===== config.mk =====
export PLATFORM = sky130hd
export DESIGN_NAME = hse_mulq
export DESIGN_NICKNAME = d
export VERILOG_FILES = /design/src/hdl/hse_pkg.sv /design/src/hdl/hse_mulq.sv
export SDC_FILE = /design/constraint.sdc
export NUM_CORES = 2
export LEC_CHECK = 0
export ABC_AREA = 1
export BUFFER_PORTS_ARGS = -buffer_cell sky130_fd_sc_hd__buf_2
export CORE_MARGIN = 2
export CORE_UTILIZATION = 53
export DETAILED_ROUTE_END_ITERATION = 6
export PLACE_DENSITY = 0.75
export SLEW_MARGIN = 20
export SYNTH_ARGS = -nofsm -noshare
export SYNTH_HDL_FRONTEND = slang
export SYNTH_SLANG_ARGS = --single-unit

===== constraint.sdc =====
create_clock -name clock -period 8.9 [get_ports clock]
set_input_delay 1.335 -clock clock [delete_from_list [all_inputs] [get_ports clock]]
set_output_delay 1.335 -clock clock [all_outputs]
set_load 0.02 [all_outputs]

===== src/hdl/hse_pkg.sv =====
// ----------------------------------------------------------------------------
// Hermite spline evaluator package
// Shared constants, codes, types and saturation helpers.
// ----------------------------------------------------------------------------
package hse_pkg;

   localparam int MAX_KNOTS_DEF = 64;
   localparam int AXES_DEF      = 4;
   localparam int FRAC_BITS_DEF = 16;
   localparam int AXES_MAX      = 4;

   localparam int REQ_DATA_W = 296;
   localparam int RSP_DATA_W = 136;

   localparam logic signed [63:0] LIM62  = 64'sh3FFF_FFFF_FFFF_FFFF;
   localparam logic signed [63:0] LIM47  = 64'sh0000_7FFF_FFFF_FFFF;
   localparam logic signed [63:0] MAX32  = 64'sh0000_0000_7FFF_FFFF;
   localparam logic signed [63:0] MIN32  = -64'sh0000_0000_8000_0000;

   localparam logic [1:0] OP_CLEAR = 2'd0;
   localparam logic [1:0] OP_PUSH  = 2'd1;
   localparam logic [1:0] OP_EVAL  = 2'd2;
   localparam logic [1:0] OP_NOP   = 2'd3;

   localparam logic [1:0] STATUS_OK        = 2'd0;
   localparam logic [1:0] STATUS_NOT_INCR  = 2'd1;
   localparam logic [1:0] STATUS_FULL      = 2'd2;
   localparam logic [1:0] STATUS_EMPTY     = 2'd3;

   localparam logic [2:0] ORD_POS  = 3'd0;
   localparam logic [2:0] ORD_VEL  = 3'd1;
   localparam logic [2:0] ORD_ACC  = 3'd2;
   localparam logic [2:0] ORD_JERK = 3'd3;

   typedef enum logic [3:0] {
      ST_IDLE,
      ST_DISPATCH,
      ST_SCAN_RD,
      ST_SCAN_CMP,
      ST_ROW_RD,
      ST_ROW_LOAD,
      ST_EVAL_MUL,
      ST_EVAL_WAIT,
      ST_AXIS_DONE,
      ST_PUSH_MUL,
      ST_PUSH_MUL_WAIT,
      ST_PUSH_DIV,
      ST_PUSH_DIV_WAIT,
      ST_PUSH_WRITE,
      ST_RESPOND
   } hse_state_type;

   typedef struct packed {
      logic signed [47:0] a;
      logic signed [47:0] b;
      logic signed [31:0] c;
      logic signed [31:0] d;
   } coef_row_type;

   function automatic logic signed [63:0] clamp_sym(input logic signed [63:0] v,
                                                    input logic signed [63:0] lim);
      logic signed [63:0] r;
      if (v > lim) r = lim;
      else if (v < -lim) r = -lim;
      else r = v;
      return r;
   endfunction

   function automatic logic signed [31:0] sat32(input logic signed [63:0] v);
      logic signed [63:0] r;
      if (v > MAX32) r = MAX32;
      else if (v < MIN32) r = MIN32;
      else r = v;
      return r[31:0];
   endfunction

endpackage


===== src/hdl/hse_mulq.sv =====
// ----------------------------------------------------------------------------
// Hermite spline fixed-point multiplier
// Computes x * s / 2^FRAC_BITS, truncated toward zero and saturated, with one
// shared 32x32 multiplier over two partial products.
// ----------------------------------------------------------------------------
module hse_mulq #(
   parameter int FRAC_BITS = hse_pkg::FRAC_BITS_DEF
) (
   input  logic                clock,
   input  logic                reset,
   input  logic                start,
   input  logic signed [63:0]  x,
   input  logic [31:0]         s,
   output logic                done,
   output logic signed [63:0]  result
);
   import hse_pkg::*;

   localparam int SH = 32 - FRAC_BITS;
   localparam logic [63:0] HI_LIM = 64'(LIM62) >> SH;

   logic [1:0]  cnt_ff;
   logic        neg_ff;
   logic [63:0] mag_ff;
   logic [31:0] s_ff;
   logic [63:0] hi_prod_ff;
   logic [63:0] lo_prod_ff;
   logic [31:0] mul_op;
   logic [63:0] prod;
   logic [63:0] sum;
   logic [63:0] mag_out;

   // one multiplier: high half first, then low half
   assign mul_op = (cnt_ff == 2'd1) ? mag_ff[63:32] : mag_ff[31:0];
   assign prod   = {32'd0, mul_op} * {32'd0, s_ff};

   always_ff @(posedge clock) begin
      if (reset) begin
         cnt_ff <= 2'd0;
      end else begin
         unique case (cnt_ff)
            2'd0: if (start) cnt_ff <= 2'd1;
            2'd1: cnt_ff <= 2'd2;
            2'd2: cnt_ff <= 2'd3;
            default: cnt_ff <= 2'd0;
         endcase
      end
      if (cnt_ff == 2'd0 && start) begin
         neg_ff <= x[63];
         mag_ff <= x[63] ? 64'(-x) : 64'(x);
         s_ff   <= s;
      end
      if (cnt_ff == 2'd1) hi_prod_ff <= prod;
      if (cnt_ff == 2'd2) lo_prod_ff <= prod;
   end

   always_comb begin
      sum = (hi_prod_ff << SH) + (lo_prod_ff >> FRAC_BITS);
      if (hi_prod_ff > HI_LIM || sum > 64'(LIM62)) mag_out = 64'(LIM62);
      else mag_out = sum;
   end

   assign done   = (cnt_ff == 2'd3);
   assign result = neg_ff ? -$signed(mag_out) : $signed(mag_out);

endmodule


==> impl_results.md <==
- Seq/Total Area, Yosys: 0.1338
- FF-to-FF setup slack: 0.33 ns
- Area after DPL: 0.04993 mm²
- Rows: 109
- Initial antenna violation count: 5
- Worst Path Arrival: 8.90 ns
- Hold_sp: cnt_ff[0]
- Via density: 5.544
- DR iter-0 viols: 3451
- Final hold violations: 0
- Core Area: 0.08837 mm²
- CTS Buf Count: 24
- Critical path endpoint category: register
- Fill cell count: 8080
- Area of the multi-input gates: 0.03532 mm²
- Slowest cell on the critical path: fa_1
- Post-synthesis cell count: 5884
- Most common cell after layout, fill and taps aside: inv_1
- Crit path launch: cnt_ff[1]
- Synth Cell Area: 0.04722 mm²
- Post-synth top flop: edfxtp_1
- Distinct cells, synth: 54
- Fraction of layout instances using a drive strength above 1: 0.09317
- Worst skew pair latency: 0.59 ns
- Sinks on Clock Net: 211
- Worst slew margin: 0.3527
- Post-route design area: 0.05114 mm²
- Wirelength per Cell: 21.86 µm
- DRC: 0
- Synthesized Nets: 7181
- CTS root buffer: clkbuf_16
- Setup violations, final: 0
- Die Y: 302.5 µm
- Delay-heaviest family, CP: adder cells
- Post-route ant nets: 0
- Yosys Warn Count: 0
- FF+latch area: 0.006316 mm²
- Clock Skews: 0.03660 ns
- CTS max path bufs: 3
- Kind of critical path: register to register
- Buffers & Inverters on Critical Path: 9
- Post-route clock period utilization: 0.9633
- TritonCTS clock tree: yes
- Clock-pin transition on the worst setup and hold timing paths: 0.07 ns
- Grt total ovfl: 0
- Most frequent cells in the layout: inv_1, nand2_1, nor2_1
- Layout Nets: 7344
- Hold Crit Class: register to register
- Worst path max stage delay: 0.60 ns
- Fin. max-slew vios: 0
- Initial Utilization: 0.5343
- Post-synth EDFFs: 209
- Largest net degree at the start of global routing: 74
- R2R Path Start: cnt_ff[1]
- Vias in the first global route: 41332
- First-pass GRT wire length: 239400 µm
- # port buffers: 163
- Cell mode on critical path: fa_1
- Startpoint types: register
- GP Congestion: 1.025
- Layout-stage area growth over the synthesis result: 8.305%
- Fmax: 116.6 MHz
- Post-synthesis area per instance: 8.025 µm²
- Router iterations before antenna repair: 6
- Worst slew pin tran: 0.9710 ns
- Cts hold-fix bufs: 0
- Share of flip-flops with an asynchronous set or reset: 0
- Routed vias: 40082
- Post-DP HPWL: 133600 µm
- WP data required: 9.23 ns
- CP max FO: 32
- Outcome: complete, no violations
- MaxCap Viol Count: 0
- GRT Total Usage: 0.3502
- Yosys reg bits: 211
- H-Tree Depth: 1
- I/O pins: 164
- WL final: 158000 µm
- Die Width: 302.5 µm
- Die area: 0.09149 mm²
- Fin crit period: 8.574 ns
==> per-layer routing <==
metal  wire length [µm]  vias up  track usage
met4              11510        6       0.2031
met5                 43        -            0
met3              14930      555      0.06337
met1              57010    19645       0.4284
met2              74530     2096       0.5847
li1                   -    17780            -
==> kinds of logic after synthesis <==
kind of cell    after synthesis  synth area share
simple gates               2487            0.2160
buf+inv                    1518            0.1224
fa+ha+maj                  1198            0.4601
compound gates              288           0.03400
flops                       211            0.1338
xor+xnor                    182           0.03376
==> area by class of cell <==
class | instances | area share
well taps | 1165 | 0.02850
flip-flops and latches | 211 | 0.1235
repair buffers | 345 | 0.04460
clock inverters | 18 | 0.003817
multi-input cells | 4155 | 0.6906
clock buffers | 25 | 0.01182
inverters | 1310 | 0.09709
diodes | 1 | 0.00004893
==> flip-flops by register name, summed over array words and instances, names as in the netlist <==
register    cells
hi_prod_ff     64
mag_ff         64
s_ff           32
neg_ff          1
cnt_ff          2
lo_prod_ff     48
==> final timing paths <==
check / end / cells past startpoint
setup / recovery: lo_prod_ff[62] / 33
hold / removal: cnt_ff[0] / 2
setup reg to reg: lo_prod_ff[62] / 33
hold reg to reg: cnt_ff[0] / 2
==> metrics by stage <==
stage / hold WS, ns / setup slack (ns) / TNS (ns) / instances / utilization
6_report: 0.6094 / 0.3264 / 0 / 7230 / 0.5786
5_1_grt: 0.6437 / -0.02601 / -0.08394 / 7229 / 0.5786
4_1_cts: 0.6044 / 0.01635 / 0 / 7202 / 0.5741
3_5_place_dp: 0.5938 / -0.09974 / -0.3349 / 7159 / 0.5650
3_3_place_gp: 0.5710 / -0.02983 / -0.05965 / 7159 / 0.5650
2_1_floorplan: 0.5021 / 0.1680 / 0 / 5884 / -
==> cells in the mapped netlist (all sizes together) (2+ instances only) <==
| master | count | area [µm²] |
|---|---|---|
| a211oi | 4 | 30.03 |
| a21boi | 5 | 37.54 |
| a21o | 4 | 30.03 |
| a21oi | 112 | 571.8 |
| a31oi | 31 | 193.9 |
| and3 | 2 | 12.51 |
| buf | 19 | 151.4 |
| clkbuf | 189 | 709.4 |
| clkinv | 21 | 78.83 |
| dfxtp | 2 | 40.04 |
| edfxtp | 209 | 6276 |
| fa | 897 | 17960 |
| ha | 301 | 3766 |
| inv | 1289 | 4838 |
| nand2 | 1146 | 4360 |
| nand3 | 153 | 848.3 |
| nand3b | 11 | 82.58 |
| nand4 | 60 | 412.9 |
| nor2 | 1035 | 3990 |
| nor3 | 26 | 155.1 |
| nor4 | 19 | 118.9 |
| o211ai | 2 | 15.01 |
| o21a | 8 | 60.06 |
| o21ai | 106 | 541.8 |
| o21bai | 7 | 52.55 |
| o31ai | 3 | 22.52 |
| or2 | 34 | 212.7 |
| xnor2 | 76 | 665.6 |
| xor2 | 106 | 928.4 |
==> worst register-to-register path: cells and delay by family (launching register included) <==
family / cells / cell delay, ns
fa+ha+maj: 10 / 4.65
flops: 1 / 0.33
simple gates: 6 / 0.80
compound gates: 7 / 1.20
xor+xnor: 1 / 0.18
buf+inv: 9 / 1.16
==> repair_timing <==
action | CTS | global route
pin swaps | 0 | 1
resized for setup | 2 | 47
buffers inserted | 0 | 27
endpoints found under the setup margin | 4 | 52
Power is left out: the tool's default activity adds up to more than one toggle a clock period on the data nets, which glitch-free logic cannot reach.
