`src/hdl/hse_pkg.sv`:
```
// ----------------------------------------------------------------------------
// Hermite spline evaluator package
// Shared constants, codes, types and saturation helpers.
// ----------------------------------------------------------------------------
package hse_pkg;

   localparam int MAX_KNOTS_DEF = 64;
   localparam int AXES_DEF      = 4;
   localparam int FRAC_BITS_DEF = 16;
   localparam int AXES_MAX      = 4;

   localparam int REQ_DATA_W = 296;
   localparam int RSP_DATA_W = 136;

   localparam logic signed [63:0] LIM62  = 64'sh3FFF_FFFF_FFFF_FFFF;
   localparam logic signed [63:0] LIM47  = 64'sh0000_7FFF_FFFF_FFFF;
   localparam logic signed [63:0] MAX32  = 64'sh0000_0000_7FFF_FFFF;
   localparam logic signed [63:0] MIN32  = -64'sh0000_0000_8000_0000;

   localparam logic [1:0] OP_CLEAR = 2'd0;
   localparam logic [1:0] OP_PUSH  = 2'd1;
   localparam logic [1:0] OP_EVAL  = 2'd2;
   localparam logic [1:0] OP_NOP   = 2'd3;

   localparam logic [1:0] STATUS_OK        = 2'd0;
   localparam logic [1:0] STATUS_NOT_INCR  = 2'd1;
   localparam logic [1:0] STATUS_FULL      = 2'd2;
   localparam logic [1:0] STATUS_EMPTY     = 2'd3;

   localparam logic [2:0] ORD_POS  = 3'd0;
   localparam logic [2:0] ORD_VEL  = 3'd1;
   localparam logic [2:0] ORD_ACC  = 3'd2;
   localparam logic [2:0] ORD_JERK = 3'd3;

   typedef enum logic [3:0] {
      ST_IDLE,
      ST_DISPATCH,
      ST_SCAN_RD,
      ST_SCAN_CMP,
      ST_ROW_RD,
      ST_ROW_LOAD,
      ST_EVAL_MUL,
      ST_EVAL_WAIT,
      ST_AXIS_DONE,
      ST_PUSH_MUL,
      ST_PUSH_MUL_WAIT,
      ST_PUSH_DIV,
      ST_PUSH_DIV_WAIT,
      ST_PUSH_WRITE,
      ST_RESPOND
   } hse_state_type;

   typedef struct packed {
      logic signed [47:0] a;
      logic signed [47:0] b;
      logic signed [31:0] c;
      logic signed [31:0] d;
   } coef_row_type;

   function automatic logic signed [63:0] clamp_sym(input logic signed [63:0] v,
                                                    input logic signed [63:0] lim);
      logic signed [63:0] r;
      if (v > lim) r = lim;
      else if (v < -lim) r = -lim;
      else r = v;
      return r;
   endfunction

   function automatic logic signed [31:0] sat32(input logic signed [63:0] v);
      logic signed [63:0] r;
      if (v > MAX32) r = MAX32;
      else if (v < MIN32) r = MIN32;
      else r = v;
      return r[31:0];
   endfunction

endpackage

```
`src/hdl/hse_divq.sv`:
```
// ----------------------------------------------------------------------------
// Hermite spline fixed-point divider
// Computes x * 2^FRAC_BITS / s, truncated toward zero and saturated, one
// quotient bit per cycle by restoring division.
// ----------------------------------------------------------------------------
module hse_divq #(
   parameter int FRAC_BITS = hse_pkg::FRAC_BITS_DEF
) (
   input  logic                clock,
   input  logic                reset,
   input  logic                start,
   input  logic signed [63:0]  x,
   input  logic [31:0]         s,
   output logic                done,
   output logic signed [63:0]  result
);
   import hse_pkg::*;

   localparam int STEPS = 64 + FRAC_BITS;
   localparam int CNTW  = $clog2(STEPS + 1);

   logic            busy_ff;
   logic            fin_ff;
   logic [CNTW-1:0] cnt_ff;
   logic            neg_ff;
   logic [31:0]     s_ff;
   logic [63:0]     dvd_ff;
   logic [32:0]     rem_ff;
   logic [62:0]     quo_ff;
   logic            ovf_ff;
   logic [32:0]     rem_sh;
   logic            ge;
   logic            sat;
   logic [63:0]     mag_out;

   assign rem_sh = {rem_ff[31:0], dvd_ff[63]};
   assign ge     = rem_sh >= {1'b0, s_ff};

   always_ff @(posedge clock) begin
      if (reset) begin
         busy_ff <= 1'b0;
         fin_ff  <= 1'b0;
      end else begin
         fin_ff <= 1'b0;
         if (start && !busy_ff) begin
            busy_ff <= 1'b1;
         end else if (busy_ff && cnt_ff == CNTW'(STEPS - 1)) begin
            busy_ff <= 1'b0;
            fin_ff  <= 1'b1;
         end
      end
      if (start && !busy_ff) begin
         cnt_ff <= '0;
         neg_ff <= x[63];
         dvd_ff <= x[63] ? 64'(-x) : 64'(x);
         s_ff   <= s;
         rem_ff <= '0;
         quo_ff <= '0;
         ovf_ff <= 1'b0;
      end else if (busy_ff) begin
         cnt_ff <= cnt_ff + CNTW'(1);
         dvd_ff <= {dvd_ff[62:0], 1'b0};
         rem_ff <= ge ? rem_sh - {1'b0, s_ff} : rem_sh;
         quo_ff <= {quo_ff[61:0], ge};
         ovf_ff <= ovf_ff | quo_ff[62];
      end
   end

   // a zero divisor yields all ones and lands in saturation
   assign sat     = ovf_ff | quo_ff[62];
   assign mag_out = sat ? 64'(LIM62) : {1'b0, quo_ff};
   assign done    = fin_ff;
   assign result  = neg_ff ? -$signed(mag_out) : $signed(mag_out);

endmodule
```
`config.mk`:
```
export PLATFORM = sky130hd
export DESIGN_NAME = hse_divq
export DESIGN_NICKNAME = d
export VERILOG_FILES = /design/src/hdl/hse_pkg.sv /design/src/hdl/hse_divq.sv
export SDC_FILE = /design/constraint.sdc
export NUM_CORES = 1
export LEC_CHECK = 0
export BUFFER_PORTS_ARGS = -buffer_cell sky130_fd_sc_hd__buf_2
export CORE_MARGIN = 2
export CORE_UTILIZATION = 59
export DETAILED_ROUTE_END_ITERATION = 8
export PLACE_DENSITY = 0.92
export REMOVE_ABC_BUFFERS = 1
export SLEW_MARGIN = 20
export SYNTH_ARGS = -nofsm -noshare
export SYNTH_HDL_FRONTEND = slang
export SYNTH_SLANG_ARGS = --single-unit
export TNS_END_PERCENT = 30
```
`constraint.sdc`:
```
create_clock -name clock -period 5.92 [get_ports clock]
set_input_delay 0.592 -clock clock [delete_from_list [all_inputs] [get_ports clock]]
set_output_delay 0.592 -clock clock [all_outputs]
set_load 0.03 [all_outputs]
```
==> impl_metrics.json <==
{
  "outcome": "finished clean",
  "layout_commonest_cell": "nand2_1",
  "ys.warnings.count": 0,
  "grt_max_degree": 128,
  "dr.first_iter.drc_count": 1004,
  "p_comb_share_pct": 38.6,
  "setup_viol": 0,
  "vias": 11250,
  "synth-edff-count": 97,
  "grtUsageMet1_pct": 34.28,
  "end_kind": "output pin",
  "p_per_area_nw_per_um2": 372.7,
  "fin_area_sq_um": 13930,
  "final_cells": 1864,
  "clk_pin_slew_ns": 0.07,
  "clk_latency_ns": 0.51,
  "grt_util_all_layers_pct": 26.65,
  "arrival_ns": 4.39,
  "cts_root_buf": "clkbuf_16",
  "antenna_found_initial": 3,
  "post_cts_buffers": 0,
  "period_share_pct": 84.17,
  "fillers": 1587,
  "slew-limit-headroom_pct": 30.52,
  "port_buffers": 163,
  "ioPinCount": 164,
  "p_leak_nw": 5.739,
  "drv_slew": 0,
  "syn_area_per_cell_sq_um": 8.374,
  "grt_pass1_wl_microns": 49240,
  "grt.busiest_layer": "met2",
  "crit_type": "register to output pin",
  "drc_errors": 0,
  "seq_area_frac_synth_pct": 41.02,
  "tightest_slew_ns": 1.042,
  "die_h_microns": 148.0,
  "worst-path-max-fanout": 8,
  "cts_buffers": 23,
  "met2_usage_pct": 44.95,
  "dp.cells": 1821,
  "hpwl_microns": 20240,
  "switchingPower_mw": 1.938,
  "layout-drive-gt1-share_pct": 14.31,
  "path_common_cell": "or3_1",
  "drt_first_pass_iters": 5,
  "fin_tns_setup_ns": 0,
  "cts_resized": 0,
  "ant_nets": 0,
  "cap_violations": 0,
  "postPlaceCellArea_sq_um": 13160,
  "htreeDepth": 1,
  "fmax_mhz": 200.7,
  "synthToLayoutAreaGrowth_pct": 13.94,
  "finalHoldViolations": 0,
  "gp_congestion": 0.9216,
  "dieArea_sq_um": 21890,
  "mostFrequentLayoutCells": "273 x nand2_1, 221 x o21ai_0, 163 x buf_2",
  "cts_hold_buf": 0,
  "core_area_sq_um": 20300,
  "ys.flop_type": "dfxtp_1",
  "grt_remaining_overflow": 0,
  "synth_area_sq_um": 12230,
  "crit_path_start_kind": "register",
  "slowest_stage": "or3b_2",
  "grt_pass1_vias": 10340,
  "critPathMaxStageDelay_ns": 0.47,
  "intPower_mw": 3.254,
  "ys_types": 65,
  "initial_utilization_pct": 60.23,
  "ys_ff_latch": 202,
  "vias_per_cell": 6.033,
  "skew_ns": 0.01393,
  "hold_class": "input port to register",
  "die_w_microns": 148.0,
  "post-route-min-period_ns": 4.983,
  "power_switching_share_pct": 37.33,
  "synthesis.instances": 1460,
  "cts_tree": "done",
  "rows": 52,
  "rsz0062_at_grt": "false",
  "clock-sinks": 202,
  "seqPwrFrac_pct": 33.5,
  "ctsLongestPathBuffers": 3,
  "async_flop_share_pct": 0,
  "peakVddDrop_mv": 0.2136,
  "power_frac_clock_pct": 27.9,
  "routedWlPerCell_microns": 16.05,
  "wl_microns": 29920,
  "critPathRequiredTime_ns": 5.33,
  "nNetsFinal": 1711,
  "met3_usage_pct": 5.340,
  "cp_cell_sequence": "or2_2 -> nor2_1 -> ha_1 -> or3b_2 -> or3_1 -> or2_2 -> nor2_1 -> nand4_1 -> or3_1 -> or3_1 -> a221o_1 -> buf_2"
}
==> flip-flops by register name, indices dropped and copies added, names as in the netlist <==
| name | flops |
|---|---|
| busy_ff | 1 |
| cnt_ff | 7 |
| done | 1 |
| dvd_ff | 64 |
| neg_ff | 1 |
| ovf_ff | 1 |
| quo_ff | 63 |
| rem_ff | 32 |
| s_ff | 32 |
==> layer usage <==
metal	routed length, microns	vias to the layer above
li1	-	5468
met1	12560	5269
met2	14230	418
met3	2115	89
met4	1000	2
met5	13	-
==> Yosys cell counts, drive strengths merged, types with 7 or more instances <==
master	number	area share, %
o21ai	225	9.2
a21o	12	0.74
ha	35	3.6
clkbuf	77	2.4
nand2	274	8.4
a31oi	9	0.46
a221o	8	0.65
a21oi	38	1.6
and3	7	0.36
o31ai	28	1.7
xor2	100	7.2
dfxtp	105	17
nor3	27	1.1
mux2i	26	2.1
or3	37	1.9
a211oi	7	0.43
xnor2	25	1.8
inv	56	1.7
or2	9	0.46
a32oi	8	0.57
o41ai	13	0.99
nand2b	10	0.51
nand3	12	0.49
o311ai	16	1.1
or4	15	1.1
nand4	10	0.51
nor4	12	0.67
edfxtp	97	24
nor2	95	2.9
==> critical path, delay by kind of cell, from the launching register on <==
family	cells	cell delay [ns]
AND/OR/NAND/NOR	9	2.84
buffers and inverters	1	0.18
AO/OA/AOI/OAI	1	0.32
flip-flops	1	0.36
adder cells (fa/ha/maj)	1	0.18
==> worst paths after layout <==
| path | slack, ns | from | endpoint | cells past startpoint |
|---|---|---|---|---|
| worst max-delay path | 0.94 | ovf_ff | result[58] | 12 |
| worst min-delay path | 0.25 | s[16] | s_ff[16] | 1 |
| worst max register to register | 2.41 | s_ff[4] | rem_ff[0] | 11 |
| worst min register to register | 0.48 | rem_ff[9] | rem_ff[9] | 2 |
==> metrics by stage <==
stage / hold WS (ns) / setup slack (ns) / power (mW) / util (%)
after floorplan: 0.4420 / -0.3848 / 3.216 / -
final: 0.2515 / 0.9370 / 5.191 / 68.63
after CTS: 0.2384 / 1.009 / 5.193 / 68.57
after detailed placement: 0.4761 / 1.545 / 3.731 / 64.81
after global placement: 0.4637 / 1.665 / 3.672 / 64.81
after global routing: 0.2355 / 0.7843 / 5.471 / 68.63
==> logic make-up (layout without fill, tap and decap cells) <==
group / count (synthesis) / in the layout / share of synthesized area [%]
other: 0 / 1 / 0
xor gates and xnor gates: 125 / 125 / 8.954
muxes: 26 / 26 / 2.129
and+or+nand+nor: 528 / 528 / 19.65
AOI/OAI and AO/OA: 405 / 405 / 20.25
DFF: 202 / 202 / 41.02
adders and majority gates: 36 / 36 / 3.745
buffers and inverters: 138 / 271 / 4.257
==> power by group through the flow <==
stage | sequential [mW] | combinational, mW | clock (mW)
CTS | 1.74 | 1.98 | 1.47
detailed placement | 1.76 | 1.97 | 0
global placement | 1.75 | 1.92 | 0
floorplan | 1.75 | 1.47 | 0
finish | 1.74 | 2.01 | 1.45
global route | 1.76 | 2.20 | 1.52
==> final cells by class <==
class,count,area (sq um),share of cell area (%)
Clock buffer,25,583.1,4.185
Tap cell,270,337.8,2.425
Multi-Input combinational cell,1120,6710,48.17
Inverter,56,210.2,1.509
Timing Repair Buffer,173,890.9,6.395
Antenna cell,1,2.502,0.01796
Clock inverter,17,180.2,1.293
Sequential cell,202,5016,36.01
Power figures use the tool's default switching activity.
